<file path="config.mk">
export PLATFORM = sky130hd
export DESIGN_NAME = csrmv_front
export DESIGN_NICKNAME = d
export VERILOG_FILES = /design/src/hdl/csrmv_pkg.sv /design/src/hdl/csrmv_front.sv
export SDC_FILE = /design/constraint.sdc
export NUM_CORES = 1
export LEC_CHECK = 0
export ABC_CLOCK_PERIOD_IN_PS = 2800
export BUFFER_PORTS_ARGS = -buffer_cell sky130_fd_sc_hd__buf_2
export CAP_MARGIN = 10
export CORE_ASPECT_RATIO = 1.4
export CORE_MARGIN = 4
export CORE_UTILIZATION = 30
export CTS_BUF_LIST = sky130_fd_sc_hd__clkbuf_4 sky130_fd_sc_hd__clkbuf_8
export CTS_CLUSTER_DIAMETER = 60
export DETAILED_ROUTE_END_ITERATION = 6
export PLACE_DENSITY = 0.62
export SYNTH_ARGS = -nofsm -noshare
export SYNTH_HDL_FRONTEND = slang
export SYNTH_SLANG_ARGS = --single-unit
</file>
<file path="constraint.sdc">
create_clock -name clk -period 2.8 [get_ports clk]
set_input_delay 0.56 -clock clk [delete_from_list [all_inputs] [get_ports clk]]
set_output_delay 0.56 -clock clk [all_outputs]
set_load 0.01 [all_outputs]
</file>
<file path="src/hdl/csrmv_pkg.sv">
package csrmv_pkg;

  localparam int IDX_W       = 12;
  localparam int DIM_W       = 13;
  localparam int VAL_W       = 32;
  localparam int ACC_W       = 64;
  localparam int FRAC_W      = 16;
  localparam int VEC_DEPTH   = 4096;
  localparam int QUEUE_DEPTH = 4;
  localparam int QPTR_W      = 2;
  localparam int QCNT_W      = 3;

  localparam logic [1:0] OP_LOAD    = 2'd0;
  localparam logic [1:0] OP_NONZERO = 2'd1;
  localparam logic [1:0] OP_ROW_END = 2'd2;
  localparam logic [1:0] OP_UNUSED  = 2'd3;

  localparam logic [DIM_W-1:0] DIM_RESET = 13'd4096;

  // One classified item on its way from the front to the back.
  typedef struct packed {
    logic [1:0]       op;
    logic [IDX_W-1:0] index;
    logic [VAL_W-1:0] value;
    logic             in_range;
  } item_t;

endpackage

</file>
<file path="src/hdl/csrmv_front.sv">
module csrmv_front (
  input  logic                        clk,
  input  logic                        rst,
  input  logic [csrmv_pkg::DIM_W-1:0] dim,
  input  logic                        in_valid,
  output logic                        in_ready,
  input  logic [1:0]                  operation,
  input  logic [csrmv_pkg::IDX_W-1:0] vector_index,
  input  logic [csrmv_pkg::VAL_W-1:0] vector_value,
  input  logic [csrmv_pkg::VAL_W-1:0] matrix_value,
  input  logic [csrmv_pkg::IDX_W-1:0] column,
  output logic                        item_valid,
  input  logic                        item_ready,
  output csrmv_pkg::item_t            item
);

  csrmv_pkg::item_t item_next;
  logic             held;

  assign in_ready   = !held || item_ready;
  assign item_valid = held;

  always_comb begin
    item_next.op = operation;
    if (operation == csrmv_pkg::OP_LOAD) begin
      item_next.index = vector_index;
      item_next.value = vector_value;
    end else begin
      item_next.index = column;
      item_next.value = matrix_value;
    end
    item_next.in_range = ({1'b0, item_next.index} < dim);
  end

  always_ff @(posedge clk) begin
    if (rst) begin
      held <= 1'b0;
    end else if (in_ready) begin
      // Unused operation codes are accepted and dropped here.
      held <= in_valid && (operation != csrmv_pkg::OP_UNUSED);
    end
  end

  always_ff @(posedge clk) begin
    if (in_ready && in_valid) begin
      item <= item_next;
    end
  end

endmodule

</file>
==> reports/qor.txt <==
Initial Util - 30.8%
Post-synthesis area per instance - 15.9 um2
Status - complete, no violations
EDFF count, synth - 47
Total power - 1.65 mW
Vias/cell - 4.37
Worst Tran Pin Value - 0.558 ns
Met3 WL post-DR - 578 um
Slowest cell on crit path - mux2_2
Multi-input logic area - 781 um2
Critical path, cell by cell - buf_2, nor2_4, mux2_2, ha_1, a21oi_1, nand3_1, o21a_1, nor3_1
Routed WL - 5.46 mm
H-Tree Depth - 2
Post-Route Setup TNS - 0 ns
Final hold violations - 0
Most common cell in the netlist - edfxtp_1
Pre-antenna DRT Iters - 4
Synth Warn # - 0
# IOs - 156
Synth area leader - edfxtp_1
Worst VDD drop - 0.000226 V
Hold Slack - 0.411 ns
Register area share after synthesis - 62.7%
Fin crit period - 2.18 ns
CP Max Fanout - 13
Hold wc startpoint - rst
Inserted Clock Buffers - 5
Final instance area - 3300 um2
Remaining Overflow, GRT - 0
Fillers - 730
P&R area growth vs syn - 44.3%
Synth Instances - 144
# setup viols final - 0
Area of the core - 7410 um2
Met1 wire length - 1.87 mm
Setup crit end kind - register
Syn_nets - 262
Worst hold stages - 2
Sink Count - 48
Pwr/cell area - 500 nW/um2
Crit path DAT - 2.33 ns
Cell area after synthesis - 2280 um2
Pre-CTS setup slack - 0.274 ns
Via Count - 1,763
Synth area leaders - edfxtp_1 (62%), mux2_2 (21%), ha_1 (6.0%)
DRC Markers - 0
Yosys cell types - 22
Drt wl/cell - 13.5 um
Final net count - 423
IO buf count - 155
Std cell rows - 37
Kind of critical path - input pin to register
Type of the worst min-delay path - input pin to register
Share of flip-flops with an asynchronous set or reset - 0%
CTS tree - done
Max cap viols - 0
Synth top cells by count - edfxtp_1 (47), mux2_2 (43), ha_1 (11), inv_1 (11), a21oi_1 (5)
First-pass GRT wire length - 8.23 mm
DP Wirelength - 4.50 mm
Final Worst Setup Slack - 0.622 ns
RePlAce Congestion - 0.742
Top sig layer - met4
Top cell type's share of synthesized area - 61.8%
R2R Setup Slk - 1.29 ns
Max_slew headroom - 62.8%
Clock Pin Slew Worst Setup and Hold Paths - 0.09 ns
Post-CTS Setup Bufs - 0
Die H - 111 um
Number of hold buffers added after cts - 0
Total die area - 9100 um2
R2r endpoint - item[12]$_DFFE_PP_
Endpoint, Worst Hold - item_valid$_SDFFE_PP0N_
Vias in the first global route - 1,784
Post-DRT Antenna Nets - 0
Max Buffers Root-to-Sink - 2
Initial antenna violation count - 0
Worst-Skew Late Latency - 0.30 ns
Largest net degree at the start of global routing - 25
Leak - 1.51 nW
Number of diodes - 0
Share of cells above drive strength 1 - 69.0%
Period Utilization, post-route - 77.8%
RSZ-0062 raised after global routing - false
CP required - 2.95 ns
CP max stage delay - 0.39 ns
Cts repair resizes - 0
Worst Setup Start Kind - input pin
Initial DRC count - 46
Max Freq - 0.459 GHz
Root buf cell - clkbuf_8
Slew Limit Fails - 0
Ys flop type - edfxtp_1
Final Skew - 0.00800 ns
Register area - 1430 um2
Synth Register Bits - 48
Area after detailed placement - 3190 um2
Reg2reg start - item_valid$_SDFFE_PP0N_
DIE WIDTH - 81.8 um
Reg2Reg Depth - 3
WL met2 - 2.95 mm
Gr usage total - 11.7%
[state kept, by name, indices dropped and copies added, names as in the netlist]
| name | cells |
|---|---|
| item | 47 |
| item_valid | 1 |
[cells in the final DEF, fill, tap and decap left out]
| cell | synthesis | final |
|---|---|---|
| a21o_1 | 2 | 2 |
| a21oi_1 | 5 | 5 |
| a31oi_1 | 1 | 1 |
| and2_2 | 0 | 1 |
| buf_12 | 0 | 1 |
| buf_2 | 0 | 155 |
| buf_4 | 2 | 2 |
| bufinv_16 | 0 | 1 |
| clkbuf_8 | 0 | 5 |
| clkinv_2 | 0 | 1 |
| clkinvlp_4 | 0 | 1 |
| dfxtp_1 | 1 | 1 |
| edfxtp_1 | 47 | 47 |
| ha_1 | 11 | 11 |
| inv_1 | 11 | 11 |
| mux2_2 | 43 | 43 |
| nand2_1 | 3 | 3 |
| nand2b_1 | 1 | 1 |
| nand3_1 | 3 | 3 |
| nand4_1 | 3 | 3 |
| nand4b_1 | 1 | 1 |
| nor2_1 | 2 | 2 |
| nor2_4 | 0 | 1 |
| nor3_1 | 1 | 1 |
| o21a_1 | 1 | 1 |
| o21ai_0 | 1 | 1 |
| or3b_1 | 1 | 1 |
[worst max-delay path, delay by kind of cell]
| kind | cells | cell delay, ns |
|---|---|---|
| adders and majority gates | 1 | 0.32 |
| muxes | 1 | 0.39 |
| AOI/OAI and AO/OA | 2 | 0.34 |
| and+or+nand+nor | 3 | 0.59 |
| buffers and inverters | 1 | 0.13 |
[power breakdown]
part | internal [mW] | switching [mW] | leakage [nW]
registers | 0.852 | 0.0108 | 0.463
clock network | 0.264 | 0.234 | 0.0541
logic | 0.154 | 0.134 | 0.993
[stage by stage]
stage	instances	util, %
final	403	44.5
after global routing	403	44.5
after CTS	403	44.5
after detailed placement	395	43.0
after global placement	395	43.0
after floorplan	144	-
[cell type report]
| type | instances | share of cell area (%) |
|---|---|---|
| Clock buffer | 5 | 2.09 |
| Inverter | 11 | 1.25 |
| Timing Repair Buffer | 158 | 24.6 |
| Multi-Input combinational cell | 81 | 23.7 |
| Tap cell | 97 | 3.68 |
| Sequential cell | 48 | 43.4 |
| Clock inverter | 3 | 1.29 |
[cells by family after synthesis]
group	share of synthesized area [%]
DFF	62.7
buffers and inverters	3.45
adders and majority gates	6.02
and+or+nand+nor	4.11
AOI/OAI and AO/OA	2.57
muxes	21.2
[routing by layer]
metal	track usage (%)	up-vias
li1	-	866
met1	12.2	797
met2	22.1	95
met3	3.25	5
met4	2.99	0
met5	0	-
[worst max path at each step]
stage                 startpoint           endpoint  slack [ns]  depth (start not counted)
finish              operation[1]  item[0]$_DFFE_PP_        0.62                          8
global route        operation[1]  item[0]$_DFFE_PP_        0.51                          8
CTS                 operation[1]  item[0]$_DFFE_PP_        0.60                          8
detailed placement  operation[1]  item[0]$_DFFE_PP_        0.27                          8
global placement    operation[1]  item[0]$_DFFE_PP_        0.33                          8
floorplan           operation[1]  item[0]$_DFFE_PP_        0.49                          8
No activity file was read; power rests on OpenSTA's default activity.
