$ cat src/hdl/csrmv_pkg.sv
package csrmv_pkg;

  localparam int IDX_W       = 12;
  localparam int DIM_W       = 13;
  localparam int VAL_W       = 32;
  localparam int ACC_W       = 64;
  localparam int FRAC_W      = 16;
  localparam int VEC_DEPTH   = 4096;
  localparam int QUEUE_DEPTH = 4;
  localparam int QPTR_W      = 2;
  localparam int QCNT_W      = 3;

  localparam logic [1:0] OP_LOAD    = 2'd0;
  localparam logic [1:0] OP_NONZERO = 2'd1;
  localparam logic [1:0] OP_ROW_END = 2'd2;
  localparam logic [1:0] OP_UNUSED  = 2'd3;

  localparam logic [DIM_W-1:0] DIM_RESET = 13'd4096;

  // One classified item on its way from the front to the back.
  typedef struct packed {
    logic [1:0]       op;
    logic [IDX_W-1:0] index;
    logic [VAL_W-1:0] value;
    logic             in_range;
  } item_t;

endpackage

$ cat src/hdl/csrmv_queue.sv
module csrmv_queue (
  input  logic             clk,
  input  logic             rst,
  input  logic             push_valid,
  output logic             push_ready,
  input  csrmv_pkg::item_t push_item,
  output logic             pop_valid,
  input  logic             pop_ready,
  output csrmv_pkg::item_t pop_item
);

  csrmv_pkg::item_t               entries [csrmv_pkg::QUEUE_DEPTH];
  logic [csrmv_pkg::QPTR_W-1:0]   wptr;
  logic [csrmv_pkg::QPTR_W-1:0]   rptr;
  logic [csrmv_pkg::QCNT_W-1:0]   count;
  logic                           push;
  logic                           pop;

  assign push_ready = (count != csrmv_pkg::QCNT_W'(csrmv_pkg::QUEUE_DEPTH));
  assign pop_valid  = (count != '0);
  assign pop_item   = entries[rptr];
  assign push       = push_valid && push_ready;
  assign pop        = pop_valid && pop_ready;

  always_ff @(posedge clk) begin
    if (rst) begin
      wptr  <= '0;
      rptr  <= '0;
      count <= '0;
    end else begin
      if (push) begin
        wptr <= wptr + 1'b1;
      end
      if (pop) begin
        rptr <= rptr + 1'b1;
      end
      unique case ({push, pop})
        2'b10:   count <= count + 1'b1;
        2'b01:   count <= count - 1'b1;
        default: count <= count;
      endcase
    end
  end

  always_ff @(posedge clk) begin
    if (push) begin
      entries[wptr] <= push_item;
    end
  end

endmodule

$ cat config.mk
export PLATFORM = sky130hd
export DESIGN_NAME = csrmv_queue
export DESIGN_NICKNAME = d
export VERILOG_FILES = /design/src/hdl/csrmv_pkg.sv /design/src/hdl/csrmv_queue.sv
export SDC_FILE = /design/constraint.sdc
export NUM_CORES = 1
export LEC_CHECK = 0
export BUFFER_PORTS_ARGS = -buffer_cell sky130_fd_sc_hd__buf_2
export CAP_MARGIN = 20
export CORE_AREA = 2 2 140 115
export CTS_CLUSTER_SIZE = 25
export DETAILED_ROUTE_END_ITERATION = 8
export DIE_AREA = 0 0 142 117
export GPL_ROUTABILITY_DRIVEN = 0
export GPL_TIMING_DRIVEN = 0
export PLACE_DENSITY_LB_ADDON = 0.08
export SYNTH_ARGS = -nofsm -noshare
export SYNTH_HDL_FRONTEND = slang
export SYNTH_SLANG_ARGS = --single-unit
$ cat constraint.sdc
create_clock -name clk -period 2.1 [get_ports clk]
set_input_delay 0.21 -clock clk [delete_from_list [all_inputs] [get_ports clk]]
set_output_delay 0.21 -clock clk [all_outputs]
set_load 0.03 [all_outputs]
==> out/qor.csv, run 1 <==
stage;metric;value;unit
drt;wl_met1;5450;um
yosys;synth_area_per_cell;24.5;sq um
clocking;clock-sinks;197;
critical_path;slowest_stage;mux4_2;
die;core;15300;sq um
cells_and_area;n_antenna_cell;0;
global_routing;grt_pass1_wl;19100;um
yosys;synth_compound_area_share;0.601;%
cells_and_area;stdcell_area;9070;sq um
cells_and_area;nNetsFinal;518;
sta;tns;0;ns
yosys;ys_ff_latch;197;
critical_path;start_kind;flop;
drt;wl_met2;6390;um
sta;setup_viol;0;
power;p_leak;0.00309;uW
min_path;min_to;entries[3][45]$_DFFE_PP_;
die;die_h;117;um
drt;highest_layer;met4;
drt;drcViolationCount;0;
yosys;synth_top_area_share;77.5;%
yosys;synth_top_family_by_area;multiplexers;
power;power_density;1210;nW/um^2
critical_path;crit_arrival;1.82;ns
die;die_area;16600;sq um
yosys;yosys_warnings;0;
yosys;yosys.area.top_type;edfxtp_1;
cells_and_area;area_growth;24.6;%
global_routing;grt.overflow.total;0;
global_routing;track_usage;15.9;%
place;place_area;8100;sq um
yosys;yosys.area_share.simple;1.20;%
drt;wl_per_cell;18.8;um
global_routing;grt_start_max_net_pins;29;
drt;wl_met3;617;um
yosys;synthXorXnorAreaFrac;0.481;%
cells_and_area;final_cell_mix;188 x edfxtp_1, 98 x buf_2, 47 x mux4_2;
critical_path;reg2reg_depth;9;
sta;period_minus_slack;2.03;ns
critical_path;reg2reg_from;count[0]$_SDFFE_PP0P_;
clocking;htree_num_levels;4;
critical_path;endpoint_kind;primary output;
sta;period_share;96.4;%
drt;antenna_left;0;
yosys;synthTopCellsByArea;edfxtp_1 78%, mux4_2 15%, dfxtp_1 2.5%, ha_1 0.86%, buf_12 0.82%;
critical_path;crit_path_max_fanout;10;
sta;max_clock_freq;0.494;GHz
outcome;status;completed;
yosys;netlist_instances;297;
clocking;cts_buffers;17;
min_path;hold_depth;1;
drt;routed_wl;12600;um
sta;rsz0062_at_grt;no;
clocking;cts_tree;done;
drt;viasPerCell;5.08;
flow_run;drv_cap;0;
sta;hold_viol_final;0;
yosys;synth-seq-area-share;80.0;%
power;ir_drop;666;uV
die;die_w;142;um
global_routing;grt_pass1_vias;3494;
place;place_hpwl;7600;um
die;io_pins;100;
sta;drv_slew;0;
min_path;hp-start;push_item[45];
cells_and_area;layout_commonest_cell;edfxtp_1;
global_routing;antenna_found_initial;0;
yosys;syn_nets;354;
critical_path;cpPeakStageDelay;0.52;ns
yosys;synth.area.mux_share;14.8;%
clocking;root_buffer;clkbuf_16;
critical_path;r2r_slack;0.14;ns
yosys;synthAdderAreaFrac;1.13;%
drt;vias;3382;
clocking;clkLatencyLatePin;0.42;ns
critical_path;required;1.89;ns
clocking;clk_path_buf_depth;2;
sta;relSlewSlack;71.6;%
drt;first_pass_iters;4;
min_path;worstHoldPathType;input pin to flop;
critical_path;crit_top_cell;buf_12;
critical_path;reg2reg_to;count[2]$_SDFFE_PP0P_;
sta;worst_slew_pin_slew;0.427;ns
drt;drtIter0Drc;167;
yosys;synth_area;7280;sq um
sta;skew;0.00549;ns
cells_and_area;drive_gt1_share;40.6;%
place;port_buffers;98;
die;initial_core_util;47.5;%
yosys;synth_cell_types;25;
die;num_rows;41;
critical_path;worst-setup-path-type;flop to primary output;
critical_path;timing.critical_path.cells;buf_12 -> buf_12 -> mux4_2 -> buf_2;
clocking;path_clk_slew;0.07;ns
[area by class of cell]
type,instances,area (sq um)
Fill cell,1150,6270
Sequential cell,197,5830
Multi-Input combinational cell,83,1350
Timing Repair Buffer,145,1000
Clock buffer,19,433
Tap cell,193,241
Buffer,11,126
Clock inverter,12,65.1
Inverter,6,22.5
[through the flow]
stage	power [uW]	worst slack (ns)	cells	hold slack (ns)	utilization [%]
final	11000	0.0749	666	0.0205	59.1
after global routing	11500	0.00311	666	0.00895	59.1
after CTS	11100	-0.0587	666	0.000110	59.0
after detailed placement	8200	-0.0557	592	0.429	52.8
after global placement	8130	-0.301	588	0.421	52.3
after floorplan	7320	0.232	297	0.309	-
[power by group]
group | internal, uW | switching (uW) | total [uW] | leakage, uW
clock | 1480 | 1320 | 2800 | 0.000238
combinational | 1370 | 1930 | 3300 | 0.00105
sequential | 4740 | 122 | 4860 | 0.00180
[worst max-delay path by stage]
stage / from / to / slack [ns] / cells past startpoint
after global routing: flop / pop_item[1] / 0.003 / 4
after CTS: flop / pop_item[16] / -0.06 / 4
after global placement: count[0]$_SDFFE_PP0P_ / entries[0][15]$_DFFE_PP_ / -0.30 / 3
final: flop / pop_item[6] / 0.07 / 4
after floorplan: count[1]$_SDFFE_PP0P_ / count[2]$_SDFFE_PP0P_ / 0.23 / 9
after detailed placement: count[0]$_SDFFE_PP0P_ / entries[1][15]$_DFFE_PP_ / -0.06 / 4
[flip-flops by register name (all words and copies together), names as in the netlist, named ones only]
signal,flops
rptr,2
entries,188
wptr,2
count,3
[critical path: cells and delay by family (launching register included)]
family   cells  cell delay, ns
mux          1            0.52
flops        1            0.35
buf+inv      3            0.52
[synthesized netlist by cell type]
master and instances:
and2_1 4, nand2b_1 2, mux2_2 1, fa_1 1
inv_1 6, clkbuf_1 2, dfxtp_1 9, o311ai_0 1
buf_6 1, o21ai_0 1, nand2_1 1, mux4_2 47
xnor2_1 1, ha_1 5, buf_12 3, mux2i_1 1
edfxtp_1 188, xor2_1 3, a21boi_2 1, a21oi_1 2
or3_1 2, o31a_1 1, nor2_1 9, buf_4 1
buf_2 4
[timing repair]
action	CTS	global route
gates resized for setup	8	11
pin swaps	0	1
setup endpoints to repair	143	37
hold buffers	43	0
hold endpoints to repair	172	0
setup buffers	0	0
[logic make-up (layout without fill, tap and decap cells)]
kind of cell	after synthesis	after routing
AOI/OAI and AO/OA	6	6
and+or+nand+nor	18	18
adders and majority gates	6	6
buffers and inverters	17	193
DFF	197	197
muxes	49	49
xor gates and xnor gates	4	4
[routing by layer]
metal  vias to the layer above  track usage, %
met3                         7            5.25
li1                       1572               -
met4                         0            4.80
met2                        70            26.4
met5                         -               0
met1                      1733            20.4
Note: power is estimated with default switching activity, not from simulation.
==> inputs of run 2 (changes only) <==
Settings changed: CORE_AREA 2 2 140 115 to 2 2 125 127, DIE_AREA 0 0 142 117 to 0 0 127 129.
==> run 2 against run 1 <==
Net effect:
- core utilization rose by 2.1 points
- die area fell by 1.4%
- critical path depth did not move
- first-iteration DRC count rose by 0.60%
- clock skew rose by 0.0034 ns
- cell count rose by 0.45%
- non-clock buffer count rose by 7
- global-route usage rose by 0.50 points
- wire length fell by 0.72%
- combinational power rose by 2%
- setup slack improved by 0.031 ns
- power rose by 1.6%
- critical path type unchanged
==> out/qor.csv, run 2 (same netlist as run 1, synthesis figures left out) <==
stage;metric;value;unit;change
drt;wl_per_cell;18.6;um;-1.2%
drt;drtIter0Drc;168;;+0.60%
critical_path;crit_path_max_fanout;10;;unchanged
critical_path;start_kind;flop;;
clocking;htree_num_levels;4;;unchanged
sta;worst_slew_pin_slew;0.423;ns;-0.00393 ns
cells_and_area;drive_gt1_share;42.0;%;+1.4 points
power;p_leak;0.00314;uW;+1.8%
global_routing;grt_pass1_wl;19600;um;+3.0%
cells_and_area;largest_register;entries;;
clocking;clkLatencyLatePin;0.42;ns;about the same
drt;vias;3481;;+2.9%
power;switching_power;3400;uW;+0.91%
power;p_int;7730;uW;+1.8%
power;clockPowerShare;26.2;%;+0.7 points
power;ir_drop;638;uV;-4.1%
die;initial_core_util;48.6;%;+1.1 points
sta;hold_viol_final;0;;unchanged
die;die_h;129;um;+10%
global_routing;grt_pass1_vias;3710;;+6.2%
cells_and_area;nNetsFinal;525;;+1.4%
die;num_rows;45;;+9.8%
power;seqPwrFrac;43.7;%;-0.7 points
power;swShare;30.6;%;-0.19 points
drt;routed_wl;12500;um;-0.72%
global_routing;grt.overflow.total;0;;unchanged
critical_path;endpoint_kind;primary output;;
sta;period_share;94.9;%;-1.5 points
global_routing;track_usage;16.4;%;+0.50 points
cells_and_area;n_antenna_cell;0;;unchanged
place;port_buffers;98;;unchanged
flow_run;drv_cap;0;;unchanged
cells_and_area;reg_top3;entries: 188 flops, count: 3 flops;;
clocking;cts_tree;done;;
drt;antenna_left;0;;unchanged
die;core;15000;sq um;-2.4%
sta;skew;0.00891;ns;+0.00341 ns
critical_path;reg2reg_to;count[2]$_SDFFE_PP0P_;;
sta;rsz0062_at_grt;no;;
critical_path;worst-setup-path-type;flop to primary output;;
sta;drv_slew;0;;unchanged
drt;viasPerCell;5.20;;+2.5%
critical_path;reg2reg_from;count[1]$_SDFFE_PP0P_;;
die;io_pins;100;;unchanged
power;power_density;1210;nW/um^2;+0.46%
power;power.total;11100;uW;+1.6%
die;die_area;16400;sq um;-1.4%
global_routing;grt_start_max_net_pins;25;;-14%
drt;drcViolationCount;0;;unchanged
sta;relSlewSlack;71.5;%;-0.096 points
place;place_inst;587;;-0.84%
cells_and_area;multi_input_area;1360;sq um;+0.18%
global_routing;antenna_found_initial;0;;unchanged
clocking;clk_path_buf_depth;2;;unchanged
critical_path;required;1.89;ns;about the same
cells_and_area;fin_util;61.2;%;+2.1 points
min_path;hp-start;rst;;
drt;first_pass_iters;4;;unchanged
critical_path;reg2reg_depth;9;;unchanged
cells_and_area;layout_commonest_cell;edfxtp_1;;
sta;tns;0;ns;unchanged
sta;max_clock_freq;0.502;GHz;+1.6%
outcome;status;completed;;
cells_and_area;final_cells;669;;+0.45%
critical_path;crit_arrival;1.78;ns;-0.04 ns
clocking;root_buffer;clkbuf_16;;
cells_and_area;largest_reg_flops;188;;unchanged
cells_and_area;area_growth;25.9;%;
min_path;min_to;count[1]$_SDFFE_PP0P_;;
min_path;worstHoldPathType;input pin to flop;;
cells_and_area;fill_cells;1118;;-2.8%
cells_and_area;final_cell_mix;188 x edfxtp_1, 98 x buf_2, 47 x mux4_2, 47 x dlygate4sd3_1, 17 x clkbuf_16;;
place;place_hpwl;7360;um;-3.1%
clocking;path_clk_slew;0.07;ns;about the same
die;die_w;127;um;-11%
min_path;hold_depth;2;;+1
clocking;cts_buffers;17;;unchanged
cells_and_area;regArea;5830;sq um;unchanged
critical_path;r2r_slack;0.12;ns;-0.02 ns
power;p_comb_share;30.1;%;about the same
sta;setup_viol;0;;unchanged
sta;period_minus_slack;1.99;ns;-0.0312 ns
clocking;clock-sinks;197;;unchanged
run 2: through the flow:
step	setup slack (ns)	instance area [sq um]	hold WS, ns
2_1_floorplan	0.232	7290	0.309
3_3_place_gp	-0.331	8010	0.421
3_5_place_dp	-0.0641	8090	0.428
4_1_cts	-0.0741	9150	0.147
5_1_grt	0.0115	9170	0.181
6_report	0.106	9170	0.164
run 2: area by class of cell:
class	instances	share of cell area [%]
tap	188	2.56
clock buffer	21	5.02
timing repair buffer	152	11.6
sequential	197	63.6
inverter	6	0.246
multi-input combinational	83	14.8
buffer	11	1.38
clock inverter	11	0.846
run 2: repair_timing:
item,in CTS,in global routing
hold endpoints to repair,188,0
setup endpoints to repair,136,68
gates cloned,0,0
resized for setup,8,10
hold buffers,47,0
setup buffers,3,0
run 2: power groups by stage:
stage	Combinational, uW	Sequential (uW)	Clock, uW
CTS	3410	4850	3000
finish	3350	4860	2920
global placement	3210	4930	0
global route	3580	4900	3170
detailed placement	3260	4940	0
floorplan	2410	4900	0
run 2: critical path, cell delays in order, from the launching register on:
cell	delay [ns]
dfxtp_2	0.35
buf_12	0.15
buf_12	0.16
mux4_2	0.51
buf_2	0.19
run 2: how the worst max path moves through the flow:
stage / endpoint / slack (ns) / cells after the start
global placement: entries[3][19]$_DFFE_PP_ / -0.33 / 3
floorplan: count[2]$_SDFFE_PP0P_ / 0.23 / 9
detailed placement: entries[1][37]$_DFFE_PP_ / -0.06 / 4
finish: pop_item[0] / 0.11 / 4
global route: count[2]$_SDFFE_PP0P_ / 0.01 / 9
CTS: entries[2][20]$_DFFE_PP_ / -0.07 / 4
run 2: routing by layer:
layer / part of all wire [%] / up-vias / track usage [%]
li1: - / 1593 / -
met1: 43 / 1787 / 21.3
met2: 50 / 85 / 26.9
met3: 4.6 / 16 / 4.82
met4: 1.5 / 0 / 5.88
met5: 0 / - / 0
